### src/sv/mi3_pkg.sv
`timescale 1ns / 1ps
package mi3_pkg;

  // raw significand width: 24x24 product plus headroom
  localparam int RW = 50;
  localparam int NEL = 9;
  localparam logic [31:0] QNAN = 32'h7FC0_0000;
  localparam logic [30:0] INF_MAG = 31'h7F80_0000;
  localparam logic [30:0] THR_RESET = 31'h2EDB_E6FF;
  localparam logic signed [10:0] BIAS = 11'sd127;

  // operand indexes of the eighteen cofactor products, two per cofactor
  localparam logic [3:0] PA [18] = '{4'd4, 4'd5, 4'd2, 4'd1, 4'd1, 4'd2, 4'd5, 4'd3, 4'd0,
                                     4'd2, 4'd2, 4'd0, 4'd3, 4'd4, 4'd1, 4'd0, 4'd0, 4'd1};
  localparam logic [3:0] PB [18] = '{4'd8, 4'd7, 4'd7, 4'd8, 4'd5, 4'd4, 4'd6, 4'd8, 4'd8,
                                     4'd6, 4'd3, 4'd5, 4'd7, 4'd6, 4'd6, 4'd7, 4'd4, 4'd3};

  // unrounded value: man * 2^(ex - 127 - 46), specials as flags
  typedef struct packed {
    logic                 nan;
    logic                 inf;
    logic                 sgn;
    logic signed [10:0]   ex;
    logic [RW-1:0]        man;
  } fraw_t;

  // adder operands after compare and swap
  typedef struct packed {
    logic        nan;
    logic        inf;
    logic        sgn;
    logic        eff_sub;
    logic [7:0]  ex;
    logic [7:0]  dif;
    logic [23:0] mbig;
    logic [23:0] msml;
  } fcmp_t;

  // single multiply: unpack and full 24x24 product
  function automatic fraw_t fmul_front(input logic [31:0] a, input logic [31:0] b);
    fraw_t r;
    logic a_nan, a_inf, a_zero, b_nan, b_inf, b_zero;
    logic [7:0] ea, eb;
    logic [23:0] ma, mb;
    logic [47:0] prod;
    a_nan  = (a[30:23] == 8'hFF) && (a[22:0] != 23'd0);
    a_inf  = (a[30:23] == 8'hFF) && (a[22:0] == 23'd0);
    a_zero = (a[30:0] == 31'd0);
    b_nan  = (b[30:23] == 8'hFF) && (b[22:0] != 23'd0);
    b_inf  = (b[30:23] == 8'hFF) && (b[22:0] == 23'd0);
    b_zero = (b[30:0] == 31'd0);
    ea = (a[30:23] == 8'd0) ? 8'd1 : a[30:23];
    eb = (b[30:23] == 8'd0) ? 8'd1 : b[30:23];
    ma = {a[30:23] != 8'd0, a[22:0]};
    mb = {b[30:23] != 8'd0, b[22:0]};
    prod = ma * mb;
    r.nan = a_nan | b_nan | (a_inf & b_zero) | (b_inf & a_zero);
    r.inf = a_inf | b_inf;
    r.sgn = a[31] ^ b[31];
    r.ex  = $signed({3'b000, ea}) + $signed({3'b000, eb}) - BIAS;
    r.man = {2'b00, prod};
    return r;
  endfunction

  // add front half: classify, order by magnitude, exponent difference
  function automatic fcmp_t fadd_cmp(input logic [31:0] a, input logic [31:0] b,
                                     input logic sub);
    fcmp_t r;
    logic bs, swap, a_nan, a_inf, b_nan, b_inf;
    logic [31:0] big, sml;
    logic [7:0] ebig, esml;
    bs    = b[31] ^ sub;
    a_nan = (a[30:23] == 8'hFF) && (a[22:0] != 23'd0);
    a_inf = (a[30:23] == 8'hFF) && (a[22:0] == 23'd0);
    b_nan = (b[30:23] == 8'hFF) && (b[22:0] != 23'd0);
    b_inf = (b[30:23] == 8'hFF) && (b[22:0] == 23'd0);
    swap  = b[30:0] > a[30:0];
    big   = swap ? {bs, b[30:0]} : a;
    sml   = swap ? a : {bs, b[30:0]};
    ebig  = (big[30:23] == 8'd0) ? 8'd1 : big[30:23];
    esml  = (sml[30:23] == 8'd0) ? 8'd1 : sml[30:23];
    r.eff_sub = a[31] ^ bs;
    r.nan  = a_nan | b_nan | (a_inf & b_inf & r.eff_sub);
    r.inf  = a_inf | b_inf;
    // exact cancellation gives +0
    r.sgn  = (r.eff_sub && (a[30:0] == b[30:0])) ? 1'b0 : big[31];
    r.ex   = ebig;
    r.dif  = ebig - esml;
    r.mbig = {big[30:23] != 8'd0, big[22:0]};
    r.msml = {sml[30:23] != 8'd0, sml[22:0]};
    return r;
  endfunction

  // add back half: align the smaller operand with sticky, then add or subtract
  function automatic fraw_t fadd_sum(input fcmp_t c);
    fraw_t r;
    logic [RW-1:0] bg, sm, al;
    logic [2*RW-1:0] wide;
    logic [5:0] sh;
    logic stk;
    bg   = {3'b000, c.mbig, 23'd0};
    sm   = {3'b000, c.msml, 23'd0};
    sh   = (c.dif > 8'd50) ? 6'd50 : c.dif[5:0];
    wide = {sm, {RW{1'b0}}} >> sh;
    al   = wide[2*RW-1:RW];
    stk  = |wide[RW-1:0];
    al[0] = al[0] | stk;
    r.nan = c.nan;
    r.inf = c.inf;
    r.sgn = c.sgn;
    r.ex  = $signed({3'b000, c.ex});
    r.man = c.eff_sub ? (bg - al) : (bg + al);
    return r;
  endfunction

endpackage

### src/sv/mi3_recip.sv
`timescale 1ns / 1ps
module mi3_recip import mi3_pkg::*; (
  input  logic        clk,
  input  logic [15:0] adv,
  input  logic [31:0] det_i,
  output fraw_t       raw_o
);

  typedef struct packed {
    logic        nan;
    logic        inf;
    logic        zero;
    logic        sgn;
    logic [7:0]  e;
    logic [23:0] m24;
    logic [4:0]  lz;
  } rcu_t;

  typedef struct packed {
    logic               nan;
    logic               inf;
    logic               zero;
    logic               sgn;
    logic signed [10:0] ed;
    logic [23:0]        mn;
    logic [24:0]        rem;
    logic [27:0]        q;
  } dv_t;

  // one restoring step: one quotient bit
  function automatic dv_t div_step(input dv_t s);
    dv_t r;
    r = s;
    if (s.rem >= {1'b0, s.mn}) begin
      r.q   = {s.q[26:0], 1'b1};
      r.rem = (s.rem - {1'b0, s.mn}) << 1;
    end else begin
      r.q   = {s.q[26:0], 1'b0};
      r.rem = s.rem << 1;
    end
    return r;
  endfunction

  rcu_t u_nxt, u_r;
  dv_t d0_nxt;
  dv_t dv_r [15];
  logic stk;

  // classify and count leading zeros of the significand
  always_comb begin
    u_nxt.nan  = (det_i[30:23] == 8'hFF) && (det_i[22:0] != 23'd0);
    u_nxt.inf  = (det_i[30:23] == 8'hFF) && (det_i[22:0] == 23'd0);
    u_nxt.zero = (det_i[30:0] == 31'd0);
    u_nxt.sgn  = det_i[31];
    u_nxt.e    = (det_i[30:23] == 8'd0) ? 8'd1 : det_i[30:23];
    u_nxt.m24  = {det_i[30:23] != 8'd0, det_i[22:0]};
    u_nxt.lz   = 5'd0;
    for (int i = 0; i < 24; i++) begin
      if (u_nxt.m24[i]) u_nxt.lz = 5'(23 - i);
    end
  end

  // normalize divisor, start with a dividend of one
  always_comb begin
    d0_nxt.nan  = u_r.nan;
    d0_nxt.inf  = u_r.inf;
    d0_nxt.zero = u_r.zero;
    d0_nxt.sgn  = u_r.sgn;
    d0_nxt.ed   = $signed({3'b000, u_r.e}) - $signed({6'd0, u_r.lz});
    d0_nxt.mn   = u_r.m24 << u_r.lz;
    d0_nxt.rem  = 25'h080_0000;
    d0_nxt.q    = 28'd0;
  end

  // two quotient bits per stage
  always_ff @(posedge clk) begin
    if (adv[0]) u_r <= u_nxt;
    if (adv[1]) dv_r[0] <= d0_nxt;
    for (int k = 1; k < 15; k++) begin
      if (adv[k+1]) dv_r[k] <= div_step(div_step(dv_r[k-1]));
    end
  end

  // quotient as unrounded value, remainder folds into sticky
  assign stk = (dv_r[14].rem != 25'd0);

  always_comb begin
    raw_o.nan = dv_r[14].nan;
    raw_o.inf = dv_r[14].zero;
    raw_o.sgn = dv_r[14].sgn;
    raw_o.ex  = 11'sd254 - dv_r[14].ed;
    raw_o.man = dv_r[14].inf ? '0 : ({3'b000, dv_r[14].q, 19'd0} | {{(RW-1){1'b0}}, stk});
  end

endmodule
### config.mk
export PLATFORM = sky130hd
export DESIGN_NAME = mi3_recip
export DESIGN_NICKNAME = d
export VERILOG_FILES = /design/src/sv/mi3_pkg.sv /design/src/sv/mi3_recip.sv
export SDC_FILE = /design/constraint.sdc
export NUM_CORES = 2
export LEC_CHECK = 0
export BUFFER_PORTS_ARGS = -buffer_cell sky130_fd_sc_hd__buf_4
export CORE_MARGIN = 2
export CORE_UTILIZATION = 46
export CTS_BUF_LIST = sky130_fd_sc_hd__clkbuf_2
export CTS_CLUSTER_DIAMETER = 150
export DETAILED_ROUTE_END_ITERATION = 10
export GPL_TIMING_DRIVEN = 0
export REMOVE_ABC_BUFFERS = 1
export SYNTH_ARGS = -nofsm -noshare
export SYNTH_HDL_FRONTEND = slang
export SYNTH_SLANG_ARGS = --single-unit
### constraint.sdc
create_clock -name clk -period 5.5 [get_ports clk]
set_input_delay 0.275 -clock clk [delete_from_list [all_inputs] [get_ports clk]]
set_output_delay 0.275 -clock clk [all_outputs]
set_load 0.01 [all_outputs]
-- Word level (Yosys, flattened, before mapping)
Memories as Yosys holds them, arrays and structs flattened.
Index checks and enable logic that the tools add are counted.
- register bits after elaboration: 41
- RAM bits: 1380
- input bits: 49
- output and inout port bits: 64
- word-level logic and storage cells: 195
- memories kept: 1
- $add $sub $neg: 30
- order comparisons: 28
- eq/ne operators: 1
- shift-type cells: 1
- muxes and demuxes: 110
- bitwise logic cells: 1
- reductions and logical operators: 12
- memories (name ; words ; bits a word ; read ports ; clocked after Yosys merged registers in ; wr ports ; RTL line ; text):
    dv_r ; 15 ; 92 ; 15 ; 0 ; 15 ; mi3_recip.sv:46 ; dv_t dv_r [15];
- operator list (kind ; number):
    $mux W53 ; 56
    $ge A25 B24 Y1 ; 28
    $sub A24 B24 Y24 ; 28
    $mux W47 ; 1
    $or A47 B1 Y47 ; 1
    $mux W5 ; 8
    $mux W4 ; 8
    $logic_not A31 Y1 ; 1
    $mux W1 ; 31
    $reduce_bool A25 Y1 ; 1
    $shl A24 B5 Y24 ; 1
    $logic_not A23 Y1 ; 1
    $reduce_bool A23 Y1 ; 1
    $reduce_or A16 Y1 ; 1
    $mux W3 ; 4
    $sub A9 B11 Y11 const A ; 1
    $sub A8 B5 Y9 ; 1
    $eq A8 B8 Y1 const B ; 1
    $logic_not A8 Y1 ; 1
    $reduce_bool A8 Y1 ; 1
    $reduce_or A8 Y1 ; 1
    $mux W2 ; 2
    $reduce_or A4 Y1 ; 1
    $logic_and A1 B1 Y1 ; 2
    $reduce_or A2 Y1 ; 1

-- Longest topological paths before layout
- depth after elaboration: 23
- depth in mapped cells: 27

-- Worst setup path after synthesis
Ideal clock, no wire load.
- path type: reg2reg
- from: memory dv_r[0][238] (netlist bit)
- to: memory dv_r[0][327] (netlist bit), data pin
- library setup time: 0.260 ns
- data arrival time: 5.555 ns
- data required time: 5.240 ns
- path slack: -0.315 ns
- cell stages (with the launch flop): 23
- buffers on the path: 1
- cell sequence: edfxtp_1 > inv_1 > ha_1 > nor2b_1 > o31a_1 > nor4b_2 > o31ai_1 > a21o_1 > o21a_1 > a211oi_4 > clkbuf_1 > mux2i_1 > ha_1 > and3_1 > a221oi_1 > nor3_1 > o41a_1 > o31a_1 > o41ai_1 > o21ai_0 > a21oi_1 > xnor2_1 > mux2_2
- RTL lines (what ; RTL line):
    from (decl) ; mi3_recip.sv:46

==> flow_summary.yaml <==
run_status:
  status: "finished, violations left"
  violations: "negative setup slack"
die:
  dieHeight_um: 407
  core_um2: 161000
  die_area_um2: 165000
  ios: 113
  start_util: 0.464
  die_w_um: 407
  core.rowCount: 147
worst_hold_path:
  hold_path.class: "input port to register"
  hold-path-cell-count: 4
  holdPathEnd: "dv_r[0][562]"
  hold_path.startpoint: "adv[7]"
global_route:
  track_usage: 0.238
  antenna_found_initial: 5
  grt_pass1_vias: 56361
  grt_pass1_wl_um: 308000
  grt_max_degree: 88
  grt_overflow: 0
worst_setup_path:
  critPathCaptureType: "register"
  worstPathCellList: "ha_4 -> nand4_1 -> or4_4 -> nand3_2 -> a21oi_2 -> o311a_1 -> and2_4 -> clkinvlp_4 -> mux2i_2 -> ha_1 -> o21a_1 -> o31a_1 -> o31ai_4 -> a211oi_2 -> or3_4 -> o31a_1 -> a211o_1 -> nand2_4 -> buf_6 -> nand4_4 -> clkbuf_16 -> mux2_2"
  reg2reg_from: "dv_r[1][218]"
  arrival_ps: 7380
  critical_path_class: "register to register"
  cp_top_family: "compound AO/OA/AOI/OAI gates"
  cp_max_fo: 6
  start_kind: "register"
  cp_slowest_cell: "or4_4"
  path_common_cell: "o31a_1"
  r2r_setup_slack_ps: -490
  worst_r2r_endpoint: "dv_r[1][313]"
  crit_buf_inv: 3
  critical_path_required_ps: 6890
  crit_path_max_incr_delay_ps: 550
  rr_worst_depth: 22
finish:
  num-nets-final: 8769
  area_growth_pct: 24.6
  final_cell_mix: "edfxtp_1 (1118), buf_4 (552), a21oi_1 (483)"
  mostFrequentLayoutCell: "edfxtp_1"
  final_util: 0.578
  final_cells: 10441
  drive_above_1_share: 0.278
  fillers: 13748
placed_design:
  gp_congestion: 0.909
  dp.cells: 9165
  portBuffers: 91
  place_ws_ps: -3060
  hpwlAfterDp_um: 139000
synthesis:
  async_reset_ff_frac: 0
  yosys_most_used_dff: "edfxtp_1"
  synth_cell_types: 102
  syn_inst: 7033
  syn_avg_cell_area_um2: 10.6
  yosysWarnings: 0
  ys_ff_latch: 1118
  synth-edff-count: 1118
  synth-seq-area-share: 0.450
  synth.cell_area_um2: 74600
clock_tree:
  clockBufferDepth: 4
  root_buffer: "clkbuf_2"
  cts_tree: "built"
  clkSlewWorstSetupHoldPaths_ps: 100
  cts_made_buffers: 314
  cts.sinks: 1118
  h-tree-depth: 5
  clk_latency_ps: 1720
detailed_routing:
  vias_per_cell: 5.63
  drc_errors: 0
  first_pass_iters: 6
  detail-route-antenna-nets: 0
  num_vias: 58753
  wirelength_um: 207000
  drt-initial-drc-count: 3793
  wl_per_cell_um: 19.8
run:
  maxCapViolations: 0
timing:
  timing.final.crit_period_ps: 5990
  slew_headroom: 0.246
  rsz0062_at_grt: "yes"
  tightest_slew_ps: 1130
  hold_viol: 0
  hold_slack_ps: 271
  finalSetupViolCount: 139
  period_share: 1.09
  fin_ws_ps: -493
  fmax_mhz: 167
  finalClockSkew_ps: 191
  slew_violations: 0
[sequential cells by signal, indices dropped and copies added, names as in the netlist]
name	flops
u_r	37
d0_nxt	4
dv_r	1077
[layout make-up]
type                            instances  area, µm²  share of cell area
Timing Repair inverter                  8       65.1            0.000700
Antenna cell                           10       25.0            0.000269
Timing Repair Buffer                  819       7850              0.0844
Clock inverter                         94        549             0.00591
Inverter                              528       2070              0.0223
Multi-Input combinational cell       5276      44000               0.473
Clock buffer                          428       2140              0.0231
Sequential cell                      1118      33600               0.361
Tap cell                             2160       2700              0.0291
[worst reg2reg max path: stages, from the launching register on]
cell and delay (ps):
edfxtp_1 470, ha_4 330, nand4_1 220, or4_4 550, nand3_2 100, a21oi_2 50
o311a_1 320, and2_4 190, clkinvlp_4 190, mux2i_2 270, ha_1 280, o21a_1 190
o31a_1 150, o31ai_4 380, a211oi_2 150, or3_4 410, o31a_1 280, a211o_1 320
nand2_4 90, buf_6 130, nand4_4 120, clkbuf_16 240, mux2_2 260
[worst max-delay path by stage]
stage                     cells after the start  slack, ps    startpoint           end
after global routing                         24       -690  dv_r[1][239]  dv_r[1][325]
after global placement                       21      -7520  dv_r[1][333]  dv_r[1][420]
final                                        22       -490  dv_r[1][218]  dv_r[1][313]
after floorplan                              20      -3230  dv_r[1][308]  dv_r[1][408]
after CTS                                    24       -440  dv_r[0][146]  dv_r[0][225]
after detailed placement                     21      -3060  dv_r[0][238]  dv_r[0][328]
[metal layers]
| layer | wire length, µm | global-route usage | share of wire | vias to the layer above |
|---|---|---|---|---|
| met2 | 94700 | 0.376 | 0.46 | 1612 |
| met5 | 0 | 0 | 0 | - |
| met1 | 93200 | 0.324 | 0.45 | 28293 |
| li1 | - | - | - | 28489 |
| met3 | 13000 | 0.0520 | 0.063 | 359 |
| met4 | 5920 | 0.0804 | 0.029 | 0 |
[per-stage QoR]
step	area, µm²	setup TNS [ps]
3_5_place_dp	77500	-678130
2_1_floorplan	73900	-281620
5_1_grt	92900	-64590
4_1_cts	87700	-23490
6_report	92900	-29200
3_3_place_gp	77300	-1007720
[synthesized netlist by cell type, types with 59 or more instances]
cell	n	share of area
nand4_1	83	0.0070
a21o_1	237	0.024
mux2_2	321	0.048
o21a_1	104	0.010
a31oi_1	59	0.0050
ha_1	641	0.11
a211oi_1	65	0.0065
nor2_1	484	0.024
nand2b_1	83	0.0070
and3_1	63	0.0053
clkbuf_1	85	0.0043
xor2_1	197	0.023
edfxtp_1	1118	0.45
o21ai_0	386	0.026
nand2_1	472	0.024
inv_1	520	0.026
a21oi_1	571	0.038
nand3_1	110	0.0074
o21bai_1	60	0.0060
nor3_1	119	0.0080
xnor2_1	342	0.040
nor2b_1	113	0.0095
[repair_timing]
item,in CTS,in global routing
pin swaps,204,297
buffers inserted,305,248
hold endpoints to repair,1159,0
resized for setup,577,660
setup endpoints to repair,350,345
cloned,35,10
hold buffers,150,0
[cell families after synthesis]
family,Yosys count,synth area share
flip-flops,1118,0.450
AND/OR/NAND/NOR,1776,0.116
multiplexers,400,0.0621
XOR/XNOR,539,0.0633
buffers and inverters,681,0.0364
adder cells (fa/ha/maj),655,0.111
AO/OA/AOI/OAI,1863,0.161
other,1,0.0000503
Power is not shown: default switching activity piles up to over one toggle a cycle in this logic, so the estimate is an artifact.
