`config.mk`:
```
export PLATFORM = sky130hd
export DESIGN_NAME = mi3_fnorm
export DESIGN_NICKNAME = d
export VERILOG_FILES = /design/src/sv/mi3_pkg.sv /design/src/sv/mi3_fnorm.sv
export SDC_FILE = /design/constraint.sdc
export NUM_CORES = 1
export LEC_CHECK = 0
export BUFFER_PORTS_ARGS = -buffer_cell sky130_fd_sc_hd__buf_2
export CAP_MARGIN = 20
export CORE_ASPECT_RATIO = 1.1
export CORE_MARGIN = 4
export CORE_UTILIZATION = 50
export DETAILED_ROUTE_END_ITERATION = 6
export PLACE_DENSITY = 0.68
export SLEW_MARGIN = 20
export SYNTH_ARGS = -nofsm -noshare
export SYNTH_HDL_FRONTEND = slang
export SYNTH_SLANG_ARGS = --single-unit
```
`constraint.sdc`:
```
create_clock -name clk -period 6.94 [get_ports clk]
set_clock_uncertainty 0.05 [all_clocks]
set_input_delay 0.694 -clock clk [delete_from_list [all_inputs] [get_ports clk]]
set_output_delay 0.694 -clock clk [all_outputs]
set_load 0.005 [all_outputs]
```
`src/sv/mi3_pkg.sv`:
```
`timescale 1ns / 1ps
package mi3_pkg;

  // raw significand width: 24x24 product plus headroom
  localparam int RW = 50;
  localparam int NEL = 9;
  localparam logic [31:0] QNAN = 32'h7FC0_0000;
  localparam logic [30:0] INF_MAG = 31'h7F80_0000;
  localparam logic [30:0] THR_RESET = 31'h2EDB_E6FF;
  localparam logic signed [10:0] BIAS = 11'sd127;

  // operand indexes of the eighteen cofactor products, two per cofactor
  localparam logic [3:0] PA [18] = '{4'd4, 4'd5, 4'd2, 4'd1, 4'd1, 4'd2, 4'd5, 4'd3, 4'd0,
                                     4'd2, 4'd2, 4'd0, 4'd3, 4'd4, 4'd1, 4'd0, 4'd0, 4'd1};
  localparam logic [3:0] PB [18] = '{4'd8, 4'd7, 4'd7, 4'd8, 4'd5, 4'd4, 4'd6, 4'd8, 4'd8,
                                     4'd6, 4'd3, 4'd5, 4'd7, 4'd6, 4'd6, 4'd7, 4'd4, 4'd3};

  // unrounded value: man * 2^(ex - 127 - 46), specials as flags
  typedef struct packed {
    logic                 nan;
    logic                 inf;
    logic                 sgn;
    logic signed [10:0]   ex;
    logic [RW-1:0]        man;
  } fraw_t;

  // adder operands after compare and swap
  typedef struct packed {
    logic        nan;
    logic        inf;
    logic        sgn;
    logic        eff_sub;
    logic [7:0]  ex;
    logic [7:0]  dif;
    logic [23:0] mbig;
    logic [23:0] msml;
  } fcmp_t;

  // single multiply: unpack and full 24x24 product
  function automatic fraw_t fmul_front(input logic [31:0] a, input logic [31:0] b);
    fraw_t r;
    logic a_nan, a_inf, a_zero, b_nan, b_inf, b_zero;
    logic [7:0] ea, eb;
    logic [23:0] ma, mb;
    logic [47:0] prod;
    a_nan  = (a[30:23] == 8'hFF) && (a[22:0] != 23'd0);
    a_inf  = (a[30:23] == 8'hFF) && (a[22:0] == 23'd0);
    a_zero = (a[30:0] == 31'd0);
    b_nan  = (b[30:23] == 8'hFF) && (b[22:0] != 23'd0);
    b_inf  = (b[30:23] == 8'hFF) && (b[22:0] == 23'd0);
    b_zero = (b[30:0] == 31'd0);
    ea = (a[30:23] == 8'd0) ? 8'd1 : a[30:23];
    eb = (b[30:23] == 8'd0) ? 8'd1 : b[30:23];
    ma = {a[30:23] != 8'd0, a[22:0]};
    mb = {b[30:23] != 8'd0, b[22:0]};
    prod = ma * mb;
    r.nan = a_nan | b_nan | (a_inf & b_zero) | (b_inf & a_zero);
    r.inf = a_inf | b_inf;
    r.sgn = a[31] ^ b[31];
    r.ex  = $signed({3'b000, ea}) + $signed({3'b000, eb}) - BIAS;
    r.man = {2'b00, prod};
    return r;
  endfunction

  // add front half: classify, order by magnitude, exponent difference
  function automatic fcmp_t fadd_cmp(input logic [31:0] a, input logic [31:0] b,
                                     input logic sub);
    fcmp_t r;
    logic bs, swap, a_nan, a_inf, b_nan, b_inf;
    logic [31:0] big, sml;
    logic [7:0] ebig, esml;
    bs    = b[31] ^ sub;
    a_nan = (a[30:23] == 8'hFF) && (a[22:0] != 23'd0);
    a_inf = (a[30:23] == 8'hFF) && (a[22:0] == 23'd0);
    b_nan = (b[30:23] == 8'hFF) && (b[22:0] != 23'd0);
    b_inf = (b[30:23] == 8'hFF) && (b[22:0] == 23'd0);
    swap  = b[30:0] > a[30:0];
    big   = swap ? {bs, b[30:0]} : a;
    sml   = swap ? a : {bs, b[30:0]};
    ebig  = (big[30:23] == 8'd0) ? 8'd1 : big[30:23];
    esml  = (sml[30:23] == 8'd0) ? 8'd1 : sml[30:23];
    r.eff_sub = a[31] ^ bs;
    r.nan  = a_nan | b_nan | (a_inf & b_inf & r.eff_sub);
    r.inf  = a_inf | b_inf;
    // exact cancellation gives +0
    r.sgn  = (r.eff_sub && (a[30:0] == b[30:0])) ? 1'b0 : big[31];
    r.ex   = ebig;
    r.dif  = ebig - esml;
    r.mbig = {big[30:23] != 8'd0, big[22:0]};
    r.msml = {sml[30:23] != 8'd0, sml[22:0]};
    return r;
  endfunction

  // add back half: align the smaller operand with sticky, then add or subtract
  function automatic fraw_t fadd_sum(input fcmp_t c);
    fraw_t r;
    logic [RW-1:0] bg, sm, al;
    logic [2*RW-1:0] wide;
    logic [5:0] sh;
    logic stk;
    bg   = {3'b000, c.mbig, 23'd0};
    sm   = {3'b000, c.msml, 23'd0};
    sh   = (c.dif > 8'd50) ? 6'd50 : c.dif[5:0];
    wide = {sm, {RW{1'b0}}} >> sh;
    al   = wide[2*RW-1:RW];
    stk  = |wide[RW-1:0];
    al[0] = al[0] | stk;
    r.nan = c.nan;
    r.inf = c.inf;
    r.sgn = c.sgn;
    r.ex  = $signed({3'b000, c.ex});
    r.man = c.eff_sub ? (bg - al) : (bg + al);
    return r;
  endfunction

endpackage

```
`src/sv/mi3_fnorm.sv`:
```
`timescale 1ns / 1ps
module mi3_fnorm import mi3_pkg::*; (
  input  logic        clk,
  input  logic [1:0]  adv,
  input  fraw_t       raw_i,
  output logic [31:0] res_o
);

  typedef struct packed {
    logic          nan;
    logic          inf;
    logic          sgn;
    logic          zero;
    logic          ovf;
    logic          lft;
    logic [5:0]    sh;
    logic [7:0]    exf;
    logic [RW-1:0] man;
  } fnrm_t;

  fnrm_t n_nxt, n_r;
  logic [5:0] lz;
  logic signed [10:0] lim, lz_s, ef, neg;
  logic [2*RW-1:0] wide;
  logic [RW-1:0] sv;
  logic [23:0] m24;
  logic gd, st, stk, inc;
  logic [30:0] pk;
  logic [31:0] res_nxt;

  // leading zero count and shift plan (normal or subnormal result)
  always_comb begin
    lz = 6'd50;
    for (int i = 0; i < RW; i++) begin
      if (raw_i.man[i]) lz = 6'(RW - 1 - i);
    end
    lim  = raw_i.ex + 11'sd2;
    lz_s = $signed({5'b00000, lz});
    neg  = -lim;
    n_nxt.nan  = raw_i.nan;
    n_nxt.inf  = raw_i.inf;
    n_nxt.sgn  = raw_i.sgn;
    n_nxt.zero = (raw_i.man == '0);
    n_nxt.man  = raw_i.man;
    if (lim >= lz_s) begin
      n_nxt.lft = 1'b1;
      n_nxt.sh  = lz;
      ef        = raw_i.ex + 11'sd3 - lz_s;
    end else if (lim >= 11'sd0) begin
      n_nxt.lft = 1'b1;
      n_nxt.sh  = lim[5:0];
      ef        = 11'sd0;
    end else begin
      n_nxt.lft = 1'b0;
      n_nxt.sh  = (neg > 11'sd50) ? 6'd50 : neg[5:0];
      ef        = 11'sd0;
    end
    n_nxt.ovf = (ef > 11'sd254);
    n_nxt.exf = ef[7:0];
  end

  always_ff @(posedge clk) begin
    if (adv[0]) n_r <= n_nxt;
  end

  // shift, round to nearest even, pack
  always_comb begin
    wide = {n_r.man, {RW{1'b0}}} >> n_r.sh;
    sv   = n_r.lft ? (n_r.man << n_r.sh) : wide[2*RW-1:RW];
    stk  = n_r.lft ? 1'b0 : (|wide[RW-1:0]);
    m24  = sv[RW-1:RW-24];
    gd   = sv[RW-25];
    st   = (|sv[RW-26:0]) | stk;
    inc  = gd & (st | m24[0]);
    pk   = {n_r.exf, m24[22:0]} + {30'd0, inc};
    if (n_r.nan) begin
      res_nxt = QNAN;
    end else if (n_r.inf || n_r.ovf) begin
      res_nxt = {n_r.sgn, INF_MAG};
    end else if (n_r.zero) begin
      res_nxt = {n_r.sgn, 31'd0};
    end else begin
      res_nxt = {n_r.sgn, pk};
    end
  end

  always_ff @(posedge clk) begin
    if (adv[1]) res_o <= res_nxt;
  end

endmodule

```
======== Yosys cells after proc, flatten, opt, wreduce, memory -nomap -nowiden ========
Cells that the tools add are included.
word-level totals
  register bits ........................... 102
  bits in latches ......................... 0
  memory bits (writable) .................. 0
  bits in read-only memories .............. 0
  input port bits ......................... 67
  output and inout port bits .............. 32
  memories kept ........................... 0
operators by class
  $add $sub $neg .......................... 5
  multiply operators ...................... 0
  div/mod/pow operators ................... 0
  $lt $le $gt $ge ......................... 4
  equality and inequality tests ........... 0
  shift-type cells ........................ 2
  mux-type cells .......................... 58
  bitwise gates (word level) .............. 3
  reductions and logical operators ........ 6
operators by type and width
  operator                                                                               count
  6-bit two-way mux                                                                      51
  100-bit by 6-bit >> shifter with 99-bit output                                         1
  50-bit zero test                                                                       1
  50-bit OR reduction                                                                    1
  50-bit by 6-bit left shift with 49-bit output                                          1
  49-bit two-way mux                                                                     1
  31-bit by 1-bit adder with 31-bit output                                               1
  31-bit two-way mux                                                                     1
  25-bit OR reduction                                                                    1
  23-bit two-way mux                                                                     1
  11-bit by 3-bit adder with 11-bit output (second input constant)                       2
  11-bit by 1-bit greater-or-equal comparator with 1-bit output (second input constant)  1
  11-bit by 7-bit greater-or-equal comparator with 1-bit output                          1
  11-bit by 7-bit > comparator with 1-bit output (second input constant)                 1
  11-bit by 9-bit > comparator with 1-bit output (second input constant)                 1
  11-bit two-way mux                                                                     1
  11-bit negation                                                                        1
  11-bit by 7-bit subtractor with 11-bit output                                          1
  7-bit two-way mux                                                                      1
  3-bit OR reduction                                                                     1
  2-bit two-way mux                                                                      1
  1-bit OR                                                                               2
  2-bit OR reduction                                                                     1
  1-bit bitwise AND                                                                      1
  other kinds (2)                                                                        2

======== Depth between registers and ports, before layout ========
Gate-level depths: netlist of run 1.
  word-level depth ........................ 53
  gate-level depth with buffers ........... 22

======== Worst setup path before layout of run 1 ========
Ideal clock, no wire load.
  path type ............................... input to register
  from .................................... input raw_i[0] in the netlist's numbering
  to ...................................... register n_r[61] in the netlist's numbering, data pin
  arrival time ............................ 4.254 ns
  setup slack ............................. 2.375 ns
  cell stages on the path ................. 20
  path buffers ............................ 1
  cells stage by stage .................... nor2b_1 -> o21bai_1 -> a21oi_1 -> o21bai_1 -> a21oi_1 -> o21bai_1 -> a211oi_1 -> o41ai_1 -> inv_1 -> ha_1 -> nand2b_1 -> a21o_1 -> a21o_1 -> a21o_1 -> a21o_1 -> a211oi_1 -> nand2b_1 -> clkbuf_1 -> nor2_1 -> a221o_1
RTL lines
  element               RTL line         text
  start, declared       mi3_fnorm.sv:5   input fraw_t raw_i,
  end signal, assigned  mi3_fnorm.sv:63  if (adv[0]) n_r <= n_nxt;
  end, declared         mi3_fnorm.sv:21  fnrm_t n_nxt, n_r;

==> impl_metrics.csv, run 1 <==
group,metric,value,unit
cts,clk_latency,0.37,ns
synth,synth_sequential_area_ratio,0.226,
sta,final_hold_viol_count,0,
synth,synth-simple-area-share,0.190,
min_path,min-delay-start,"raw_i[63]",
detailed_routing,antenna_violating_nets_post_route,0,
sta,rsz0062_at_grt,"no",
global_route,grt_pass1_wl,73.3,mm
sta,relSlewSlack,0.279,
synth,muxShareOfSynthArea,0.291,
global_route,number_of_global_route_vias_before_repair,11958,
cts,cts.path.max_buffers,2,
layout,fillCellCount,2433,
setup_path,critical_path_arrival,5.23,ns
detailed_routing,postRouteWirelength,48.1,mm
floorplan,chipHeight,181,um
detailed_routing,vias_per_cell,7.21,
synth,syn-num-nets,1510,
cts,post_cts_resized,0,
power,power.leakage,5.20,nW
floorplan,std_cell_core_area,26900,um^2
detailed_routing,drt_iter0_drc,1920,
cts,htree_num_levels,3,
floorplan,starting_density,0.505,
synth,postSynthAreaPerCell,9.61,um^2
synth,postSynth.asyncResetShare,0,
layout,drive_above_1_share,0.215,
cts,tritoncts,"built",
setup_path,critPathMaxFanout,12,
global_route,grt_antenna_before_repair,0,
synth,synth_xor_xnor_area_share,0.0194,
power,total_power,2.38,mW
sta,maxSlewViolCount,0,
setup_path,startpoint,"raw_i[0]",
place,place.port_buffers,98,
synth,synth_top_flop_cell,"sky130_fd_sc_hd__edfxtp_1",
layout,final_nets,1504,
place,pre_cts_ws,1.44,ns
setup_path,setup.worst_path.class,"input pin to register",
layout,insertedDiodeCount,0,
synth,synth_top_family_by_area,"multiplexers",
detailed_routing,drt_first_pass_iters,7,
cts,clock-sinks,102,
cts,clkSlewWorstSetupHoldPaths,0.06,ns
global_route,grtUsageTotal,0.319,
cts,cts_root_buf,"sky130_fd_sc_hd__clkbuf_16",
status,outcome,"completed",
synth,synth.ff_latch_count,102,
setup_path,timing.critical_path.to_type,"register",
global_route,grt_start_max_net_pins,134,
sta,finalCritPeriodShare,0.745,
layout,synthToLayoutAreaGrowth,4.58,%
sta,hold_slack,0.460,ns
synth,synth.cell_area,13600,um^2
min_path,min_delay_path_class,"input pin to register",
detailed_routing,routed-via-count,12762,
cts,cts-buffers-inserted,9,
sta,totalNegativeSetupSlack,0,ns
synth,post_synth_fa_ha_maj_area_fraction,0.0282,
synth,post_synthesis_instance_total,1413,
synth,synth_edf_count,102,
sta,tightest_slew,1.08,ns
sta,maxClockFrequency,0.193,GHz
floorplan,chipWidth,165,um
sta,finalWorstPathRequiredPeriod,5.17,ns
synth,compound_gate_portion_of_the_synthesized_area,0.173,
detailed_routing,routed_wire_per_std_cell,27.2,um
sta,final-setup-viol-count,0,
sta,timing.final.ws_setup,1.77,ns
job,maxCapViolations,0,
detailed_routing,drt_drc_violations_left,0,
power,power.density,168,nW/um^2
global_route,overflow,0,
setup_path,crit_required,7.00,ns
layout,instances_no_fill,1769,
floorplan,ios,99,
floorplan,design.die.area,29900,um^2
cts,hold_buffers,0,
place,place.gp.congestion,1.11,
place,placedCellCount,1753,
synth,ys_types,92,
power,worst_ir_drop_vdd,0.000155,V
synth,yosys_warn_count,0,
setup_path,worstReg2RegStart,"n_r[58]$_DFFE_PP_",
setup_path,critical_path.startpoint_type,"input pin",
place,dp_hpwl,34.9,mm
floorplan,number_of_rows_created_at_floorplan,63,
cts,post_cts.repair.setup_buffers,0,
[where the power goes]
part,switching [mW],internal [mW],leakage (nW)
combinational,0.629,0.450,4.07
sequential,0.106,0.731,1.01
clock,0.227,0.240,0.118
[cells by family after synthesis]
kind of cell | Yosys count
simple gates | 488
buf+inv | 186
flops | 102
compound gates | 330
mux | 247
fa+ha+maj | 30
xor+xnor | 30
[flip-flops by register name (all words and copies together) (netlist names)]
| register | count |
|---|---|
| res_o | 32 |
| n_r | 70 |
[synth_stat cells (all sizes together) (6+ instances only)]
| master | instances | share of area |
|---|---|---|
| nor2 | 113 | 0.031 |
| a221oi | 7 | 0.0045 |
| a2111oi | 7 | 0.0054 |
| nand2b | 22 | 0.010 |
| o41ai | 6 | 0.0039 |
| mux2 | 56 | 0.046 |
| o22ai | 24 | 0.011 |
| nand4 | 23 | 0.011 |
| ha | 29 | 0.027 |
| clkbuf | 66 | 0.019 |
| a32o | 6 | 0.0044 |
| a2bb2oi | 7 | 0.0045 |
| or3 | 13 | 0.0060 |
| o31ai | 10 | 0.0055 |
| o211ai | 16 | 0.0088 |
| or4 | 12 | 0.0066 |
| edfxtp | 102 | 0.23 |
| and4 | 7 | 0.0045 |
| xnor2 | 18 | 0.012 |
| a22oi | 15 | 0.0083 |
| mux4 | 106 | 0.18 |
| and2 | 12 | 0.0055 |
| a211oi | 15 | 0.0087 |
| inv | 41 | 0.011 |
| nor2b | 21 | 0.0097 |
| xor2 | 12 | 0.0077 |
| nor3 | 40 | 0.015 |
| a21oi | 63 | 0.023 |
| buf | 73 | 0.040 |
| a21o | 15 | 0.0083 |
| or2 | 12 | 0.0055 |
| o32ai | 8 | 0.0052 |
| nand2 | 89 | 0.025 |
| nand3b | 8 | 0.0044 |
| and3 | 14 | 0.0065 |
| nand3 | 57 | 0.021 |
| mux2i | 85 | 0.063 |
| a31oi | 14 | 0.0065 |
| o21ai | 44 | 0.016 |
| nor4 | 22 | 0.012 |
[routing by layer]
layer | wire, um | GRT usage | vias to the layer above | part of all wire
met3 | 4830 | 0.0481 | 166 | 0.10
met1 | 18900 | 0.445 | 6132 | 0.39
li1 | - | - | 5597 | -
met4 | 2800 | 0.158 | 0 | 0.058
met2 | 21500 | 0.483 | 867 | 0.45
met5 | 0 | 0 | - | 0
[worst max-delay path, stage by stage]
cell                       delay [ns]
sky130_fd_sc_hd__buf_2           0.13
sky130_fd_sc_hd__nor2b_1         0.13
sky130_fd_sc_hd__o21bai_1        0.11
sky130_fd_sc_hd__a21oi_1         0.08
sky130_fd_sc_hd__o21bai_1        0.12
sky130_fd_sc_hd__a21oi_1         0.08
sky130_fd_sc_hd__o21bai_1        0.12
sky130_fd_sc_hd__a211oi_1        0.12
sky130_fd_sc_hd__o41ai_1         0.88
sky130_fd_sc_hd__inv_1           0.10
sky130_fd_sc_hd__ha_1            0.35
sky130_fd_sc_hd__nand2b_1        0.16
sky130_fd_sc_hd__a21o_1          0.17
sky130_fd_sc_hd__a21o_1          0.16
sky130_fd_sc_hd__a21o_1          0.17
sky130_fd_sc_hd__a21o_1          0.17
sky130_fd_sc_hd__a211oi_1        0.67
sky130_fd_sc_hd__nand2b_1        0.47
sky130_fd_sc_hd__nor2_1          0.07
sky130_fd_sc_hd__a221o_1         0.26
[placed cells by master (no fill, tap or decap), types with 8 or more instances in the layout]
| master | netlist | layout |
|---|---|---|
| sky130_fd_sc_hd__nor2b_1 | 21 | 21 |
| sky130_fd_sc_hd__mux4_2 | 83 | 83 |
| sky130_fd_sc_hd__nand2b_1 | 22 | 22 |
| sky130_fd_sc_hd__inv_1 | 41 | 40 |
| sky130_fd_sc_hd__nand4_1 | 22 | 22 |
| sky130_fd_sc_hd__and2_1 | 11 | 11 |
| sky130_fd_sc_hd__a22oi_1 | 15 | 15 |
| sky130_fd_sc_hd__or4_1 | 12 | 12 |
| sky130_fd_sc_hd__mux2i_1 | 85 | 85 |
| sky130_fd_sc_hd__mux4_1 | 23 | 23 |
| sky130_fd_sc_hd__a31oi_1 | 14 | 14 |
| sky130_fd_sc_hd__o211ai_1 | 16 | 16 |
| sky130_fd_sc_hd__nand3_1 | 57 | 57 |
| sky130_fd_sc_hd__buf_4 | 9 | 21 |
| sky130_fd_sc_hd__and3_1 | 14 | 14 |
| sky130_fd_sc_hd__xnor2_1 | 18 | 18 |
| sky130_fd_sc_hd__o21ai_0 | 43 | 43 |
| sky130_fd_sc_hd__ha_1 | 29 | 29 |
| sky130_fd_sc_hd__nand2_1 | 89 | 89 |
| sky130_fd_sc_hd__clkinv_1 | 5 | 8 |
| sky130_fd_sc_hd__edfxtp_1 | 102 | 102 |
| sky130_fd_sc_hd__xor2_1 | 12 | 12 |
| sky130_fd_sc_hd__buf_2 | 35 | 98 |
| sky130_fd_sc_hd__nor3_1 | 38 | 38 |
| sky130_fd_sc_hd__mux2_2 | 56 | 56 |
| sky130_fd_sc_hd__nor4_1 | 20 | 20 |
| sky130_fd_sc_hd__o32ai_1 | 8 | 8 |
| sky130_fd_sc_hd__a21oi_1 | 63 | 63 |
| sky130_fd_sc_hd__clkbuf_16 | 0 | 9 |
| sky130_fd_sc_hd__nor2_1 | 113 | 113 |
| sky130_fd_sc_hd__o31ai_1 | 10 | 10 |
| sky130_fd_sc_hd__or2_2 | 12 | 12 |
| sky130_fd_sc_hd__a21o_1 | 15 | 15 |
| sky130_fd_sc_hd__a211oi_1 | 14 | 14 |
| sky130_fd_sc_hd__or3_1 | 13 | 13 |
| sky130_fd_sc_hd__nand3b_1 | 8 | 8 |
| sky130_fd_sc_hd__o22ai_1 | 24 | 24 |
[stage by stage]
step | utilization | instance area [um^2]
6_report | 0.528 | 14200
5_1_grt | 0.528 | 14200
4_1_cts | 0.528 | 14200
3_5_place_dp | 0.519 | 13900
3_3_place_gp | 0.519 | 13900
2_1_floorplan | - | 13600
[path summary, 6_finish.rpt]
| check | end | slack, ns | cells past startpoint |
|---|---|---|---|
| worst max-delay path | n_r[61]$_DFFE_PP_ | 1.77 | 20 |
| worst min-delay path | n_r[69]$_DFFE_PP_ | 0.46 | 1 |
| worst max register to register | res_o[30]$_SDFFCE_PP1P_ | 1.90 | 11 |
| worst min register to register | res_o[31]$_SDFFCE_PP0P_ | 0.48 | 1 |
[layout make-up]
type                    instances  area [um^2]  area share
clock buffers                  11          233      0.0164
multi-input cells            1125         9530       0.671
well taps                     357          447      0.0315
flip-flops and latches        102         3060       0.216
clock inverters                 5         26.3     0.00185
inverters                      46          173      0.0122
repair buffers                123          728      0.0513
(Power assumes the default switching activity.)
==> run 2: changes to the inputs <==
--- a/config.mk
+++ b/config.mk
@@ -5,13 +5,14 @@
 export SDC_FILE = /design/constraint.sdc
 export NUM_CORES = 1
 export LEC_CHECK = 0
+export ABC_AREA = 1
 export BUFFER_PORTS_ARGS = -buffer_cell sky130_fd_sc_hd__buf_2
 export CAP_MARGIN = 20
 export CORE_ASPECT_RATIO = 1.1
 export CORE_MARGIN = 4
 export CORE_UTILIZATION = 50
 export DETAILED_ROUTE_END_ITERATION = 6
-export PLACE_DENSITY = 0.68
+export PLACE_DENSITY = 0.69
 export SLEW_MARGIN = 20
 export SYNTH_ARGS = -nofsm -noshare
 export SYNTH_HDL_FRONTEND = slang
==> constraint.sdc (replaced) <==
create_clock -name clk -period 4.85 [get_ports clk]
set_clock_uncertainty 0.05 [all_clocks]
set_input_delay 0.485 -clock clk [delete_from_list [all_inputs] [get_ports clk]]
set_output_delay 0.485 -clock clk [all_outputs]
set_load 0.005 [all_outputs]
==> impl_metrics.csv, run 2 <==
group,metric,value,unit
setup_path,r2r_slack,0.23,ns
synth,synth.ff_latch_count,102,
sta,tightest_slew,0.717,ns
global_route,most_utilized_layer_in_the_global_route_result,"met2",
layout,final_common_cell,"sky130_fd_sc_hd__nand2_1",
global_route,grt_pass1_wl,54.4,mm
global_route,grt.met1_usage,0.395,
power,total_power,3.55,mW
synth,synth_sequential_area_ratio,0.271,
setup_path,worst_path_slowest_cell,"sky130_fd_sc_hd__fa_2",
synth,ys_types,62,
global_route,number_of_global_route_vias_before_repair,10796,
power,power.density,263,nW/um^2
floorplan,std_cell_core_area,22200,um^2
synth,synth_top_flop_cell,"sky130_fd_sc_hd__edfxtp_1",
layout,largestRegisters,"n_r (70), res_o (32)",
synth,synth.cell_area,11300,um^2
layout,synthToLayoutAreaGrowth,19.4,%
setup_path,critPathMaxFanout,2,
cts,htree_num_levels,3,
sta,finalWorstPathRequiredPeriod,4.79,ns
synth,post-synth-top-area-fraction,0.271,
min_path,min-delay-start,"raw_i[62]",
cts,hold_buffers,0,
sta,totalNegativeSetupSlack,0,ns
sta,maxClockFrequency,0.209,GHz
cts,tritoncts,"built",
setup_path,critical_path.reg2reg.endpoint,"res_o[30]$_SDFFCE_PP1P_",
synth,postSynthAreaPerCell,6.29,um^2
setup_path,timing.critical_path.to_type,"register",
detailed_routing,drt_drc_violations_left,5,
setup_path,critical_path_arrival,4.84,ns
synth,yosys_warn_count,0,
min_path,hold-path-cell-count,1,
sta,rsz0062_at_grt,"yes",
layout,registers.top_by_ff_count,"n_r",
setup_path,critical_path.startpoint_type,"input pin",
place,placedCellCount,2166,
sta,relSlewSlack,0.522,
min_path,holdPathEnd,"n_r[68]$_DFFE_PP_",
synth,yosys.cell_count.top_type,"sky130_fd_sc_hd__nand2_1",
detailed_routing,routed_wire_per_std_cell,16.5,um
layout,drive_above_1_share,0.182,
setup_path,worstReg2RegStart,"n_r[58]$_DFFE_PP_",
sta,final_hold_viol_count,0,
floorplan,ios,99,
min_path,min_delay_path_class,"input pin to register",
global_route,grt_antenna_before_repair,0,
cts,clkSlewWorstSetupHoldPaths,0.07,ns
power,power.leakage,6.36,nW
detailed_routing,drt_iter0_drc,1299,
synth,post_synthesis_instance_total,1799,
global_route,grtUsageTotal,0.268,
detailed_routing,routed-via-count,12334,
detailed_routing,vias_per_cell,5.54,
status,outcome,"finished, violations left",
floorplan,number_of_rows_created_at_floorplan,57,
cts,cts-buffers-inserted,9,
floorplan,starting_density,0.510,
setup_path,setup.worst_path.class,"input pin to register",
global_route,globalRouteMet2Util,0.411,
place,place.port_buffers,98,
job,maxCapViolations,0,
global_route,grt_start_max_net_pins,86,
layout,post_route_core_utilization,0.609,
setup_path,slowest_delay,0.38,ns
sta,finalCritPeriodShare,0.987,
global_route,groute.layer.met3.usage,0.0265,
place,dp_hpwl,27.4,mm
synth,postSynth.asyncResetShare,0,
power,worst_ir_drop_vdd,0.000190,V
floorplan,chipHeight,166,um
detailed_routing,postRouteWirelength,36.7,mm
floorplan,chipWidth,151,um
layout,insertedDiodeCount,0,
synth,synth.top_cells.by_area,"sky130_fd_sc_hd__edfxtp_1, sky130_fd_sc_hd__nand2_1, sky130_fd_sc_hd__inv_1, sky130_fd_sc_hd__o21ai_0, sky130_fd_sc_hd__a21oi_1",
synth,synth_top_area_cell,"sky130_fd_sc_hd__edfxtp_1",
detailed_routing,drt_first_pass_iters,7,
cts,cts.path.max_buffers,2,
floorplan,design.die.area,25100,um^2
setup_path,cell_type_with_the_highest_occurrence_count_on_the_critical_path,"sky130_fd_sc_hd__nand2_1",
cts,cts_root_buf,"sky130_fd_sc_hd__clkbuf_16",
layout,largest_register_ff_count,70,
setup_path,crit_required,4.90,ns
sta,maxSlewViolCount,0,
synth,syn-num-nets,1896,
cts,clk_latency,0.36,ns
status,failed_checks,"DRC",
global_route,overflow,0,
layout,instances_no_fill,2226,
synth,synth_edf_count,102,
setup_path,r2r.worst_path.cells,35,
detailed_routing,antenna_violating_nets_post_route,0,
synth,synthTopCellsByCount,"sky130_fd_sc_hd__nand2_1, sky130_fd_sc_hd__inv_1, sky130_fd_sc_hd__o21ai_0",
layout,final_cell_mix,"sky130_fd_sc_hd__nand2_1, sky130_fd_sc_hd__inv_1, sky130_fd_sc_hd__o21ai_0",
layout,final_nets,2023,
cts,clock-sinks,102,
place,place.gp.congestion,0.974,
sta,final-setup-viol-count,0,
[run 2: cell count changes in the layout (fill, tap and decap cells not counted), moves of 51 or more]
| cell | change |
|---|---|
| sky130_fd_sc_hd__buf_4 | +67 |
| sky130_fd_sc_hd__inv_1 | +171 |
| sky130_fd_sc_hd__o21ai_0 | +97 |
| sky130_fd_sc_hd__mux2i_1 | -51 |
| sky130_fd_sc_hd__o21ai_1 | +55 |
| sky130_fd_sc_hd__mux2_2 | -56 |
| sky130_fd_sc_hd__nand2_1 | +449 |
| sky130_fd_sc_hd__mux4_2 | -83 |
[run 2: how the worst max path moves through the flow]
| stage | startpoint | end | slack (ns) | cells after the start |
|---|---|---|---|---|
| 6_report | raw_i[1] | n_r[65]$_DFFE_PP_ | 0.06 | 65 |
| 5_1_grt | raw_i[1] | n_r[65]$_DFFE_PP_ | -0.63 | 65 |
| 4_1_cts | raw_i[1] | n_r[65]$_DFFE_PP_ | 0.001 | 65 |
| 3_5_place_dp | raw_i[1] | n_r[65]$_DFFE_PP_ | -0.47 | 65 |
| 3_3_place_gp | raw_i[1] | n_r[65]$_DFFE_PP_ | -0.40 | 65 |
| 2_1_floorplan | raw_i[1] | n_r[65]$_DFFE_PP_ | 0.11 | 64 |
[run 2: repair_timing]
item | 4_1_cts | 5_1_grt
pin swaps | 1 | 40
resized for setup | 2 | 135
cloned | 0 | 11
buffers inserted | 1 | 33
endpoints found under the setup margin | 2 | 23
[run 2: metrics by stage]
step	setup slack [ns]	hold slack, ns	instance area (um^2)
final	0.0624	0.253	13500
after floorplan	0.108	0.455	11300
after CTS	0.00132	0.248	12600
after global routing	-0.625	0.245	13500
after global placement	-0.400	0.465	12300
after detailed placement	-0.469	0.504	12300
[run 2: layout make-up]
type                    count  area [um^2]
fillers                  2163         8680
repair buffers            213         1660
flip-flops and latches    102         3060
multi-input cells        1360         7200
clock inverters             5         47.5
inverters                 239          927
clock buffers              11          233
well taps                 295          369
repair inverters            1         5.00
[run 2: logic make-up after synthesis]
kind of cell,share of synthesized area
AO/OA/AOI/OAI,0.225
XOR/XNOR,0.0124
adder cells (fa/ha/maj),0.0339
buffers and inverters,0.124
flip-flops,0.271
multiplexers,0.0310
AND/OR/NAND/NOR,0.303
[run 2: per-layer routing]
layer	up-vias	part of all wire
met1	5544	0.45
met4	0	0.033
met2	489	0.45
li1	6227	-
met3	74	0.064
met5	-	0
[run 2: worst max-delay path: cells and delay by family]
| kind | cells | cell delay, ns |
|---|---|---|
| AO/OA/AOI/OAI | 7 | 0.92 |
| XOR/XNOR | 1 | 0.12 |
| buffers and inverters | 3 | 0.15 |
| adder cells (fa/ha/maj) | 3 | 0.66 |
| AND/OR/NAND/NOR | 51 | 2.54 |
[run 2: power by group]
part           switching (mW)  internal (mW)  leakage [nW]  total (mW)
Clock                   0.354          0.356         0.136       0.709
Combinational            1.12          0.623          5.21        1.74
Sequential             0.0498           1.05          1.01        1.10
Total                    1.52           2.02          6.36        3.55
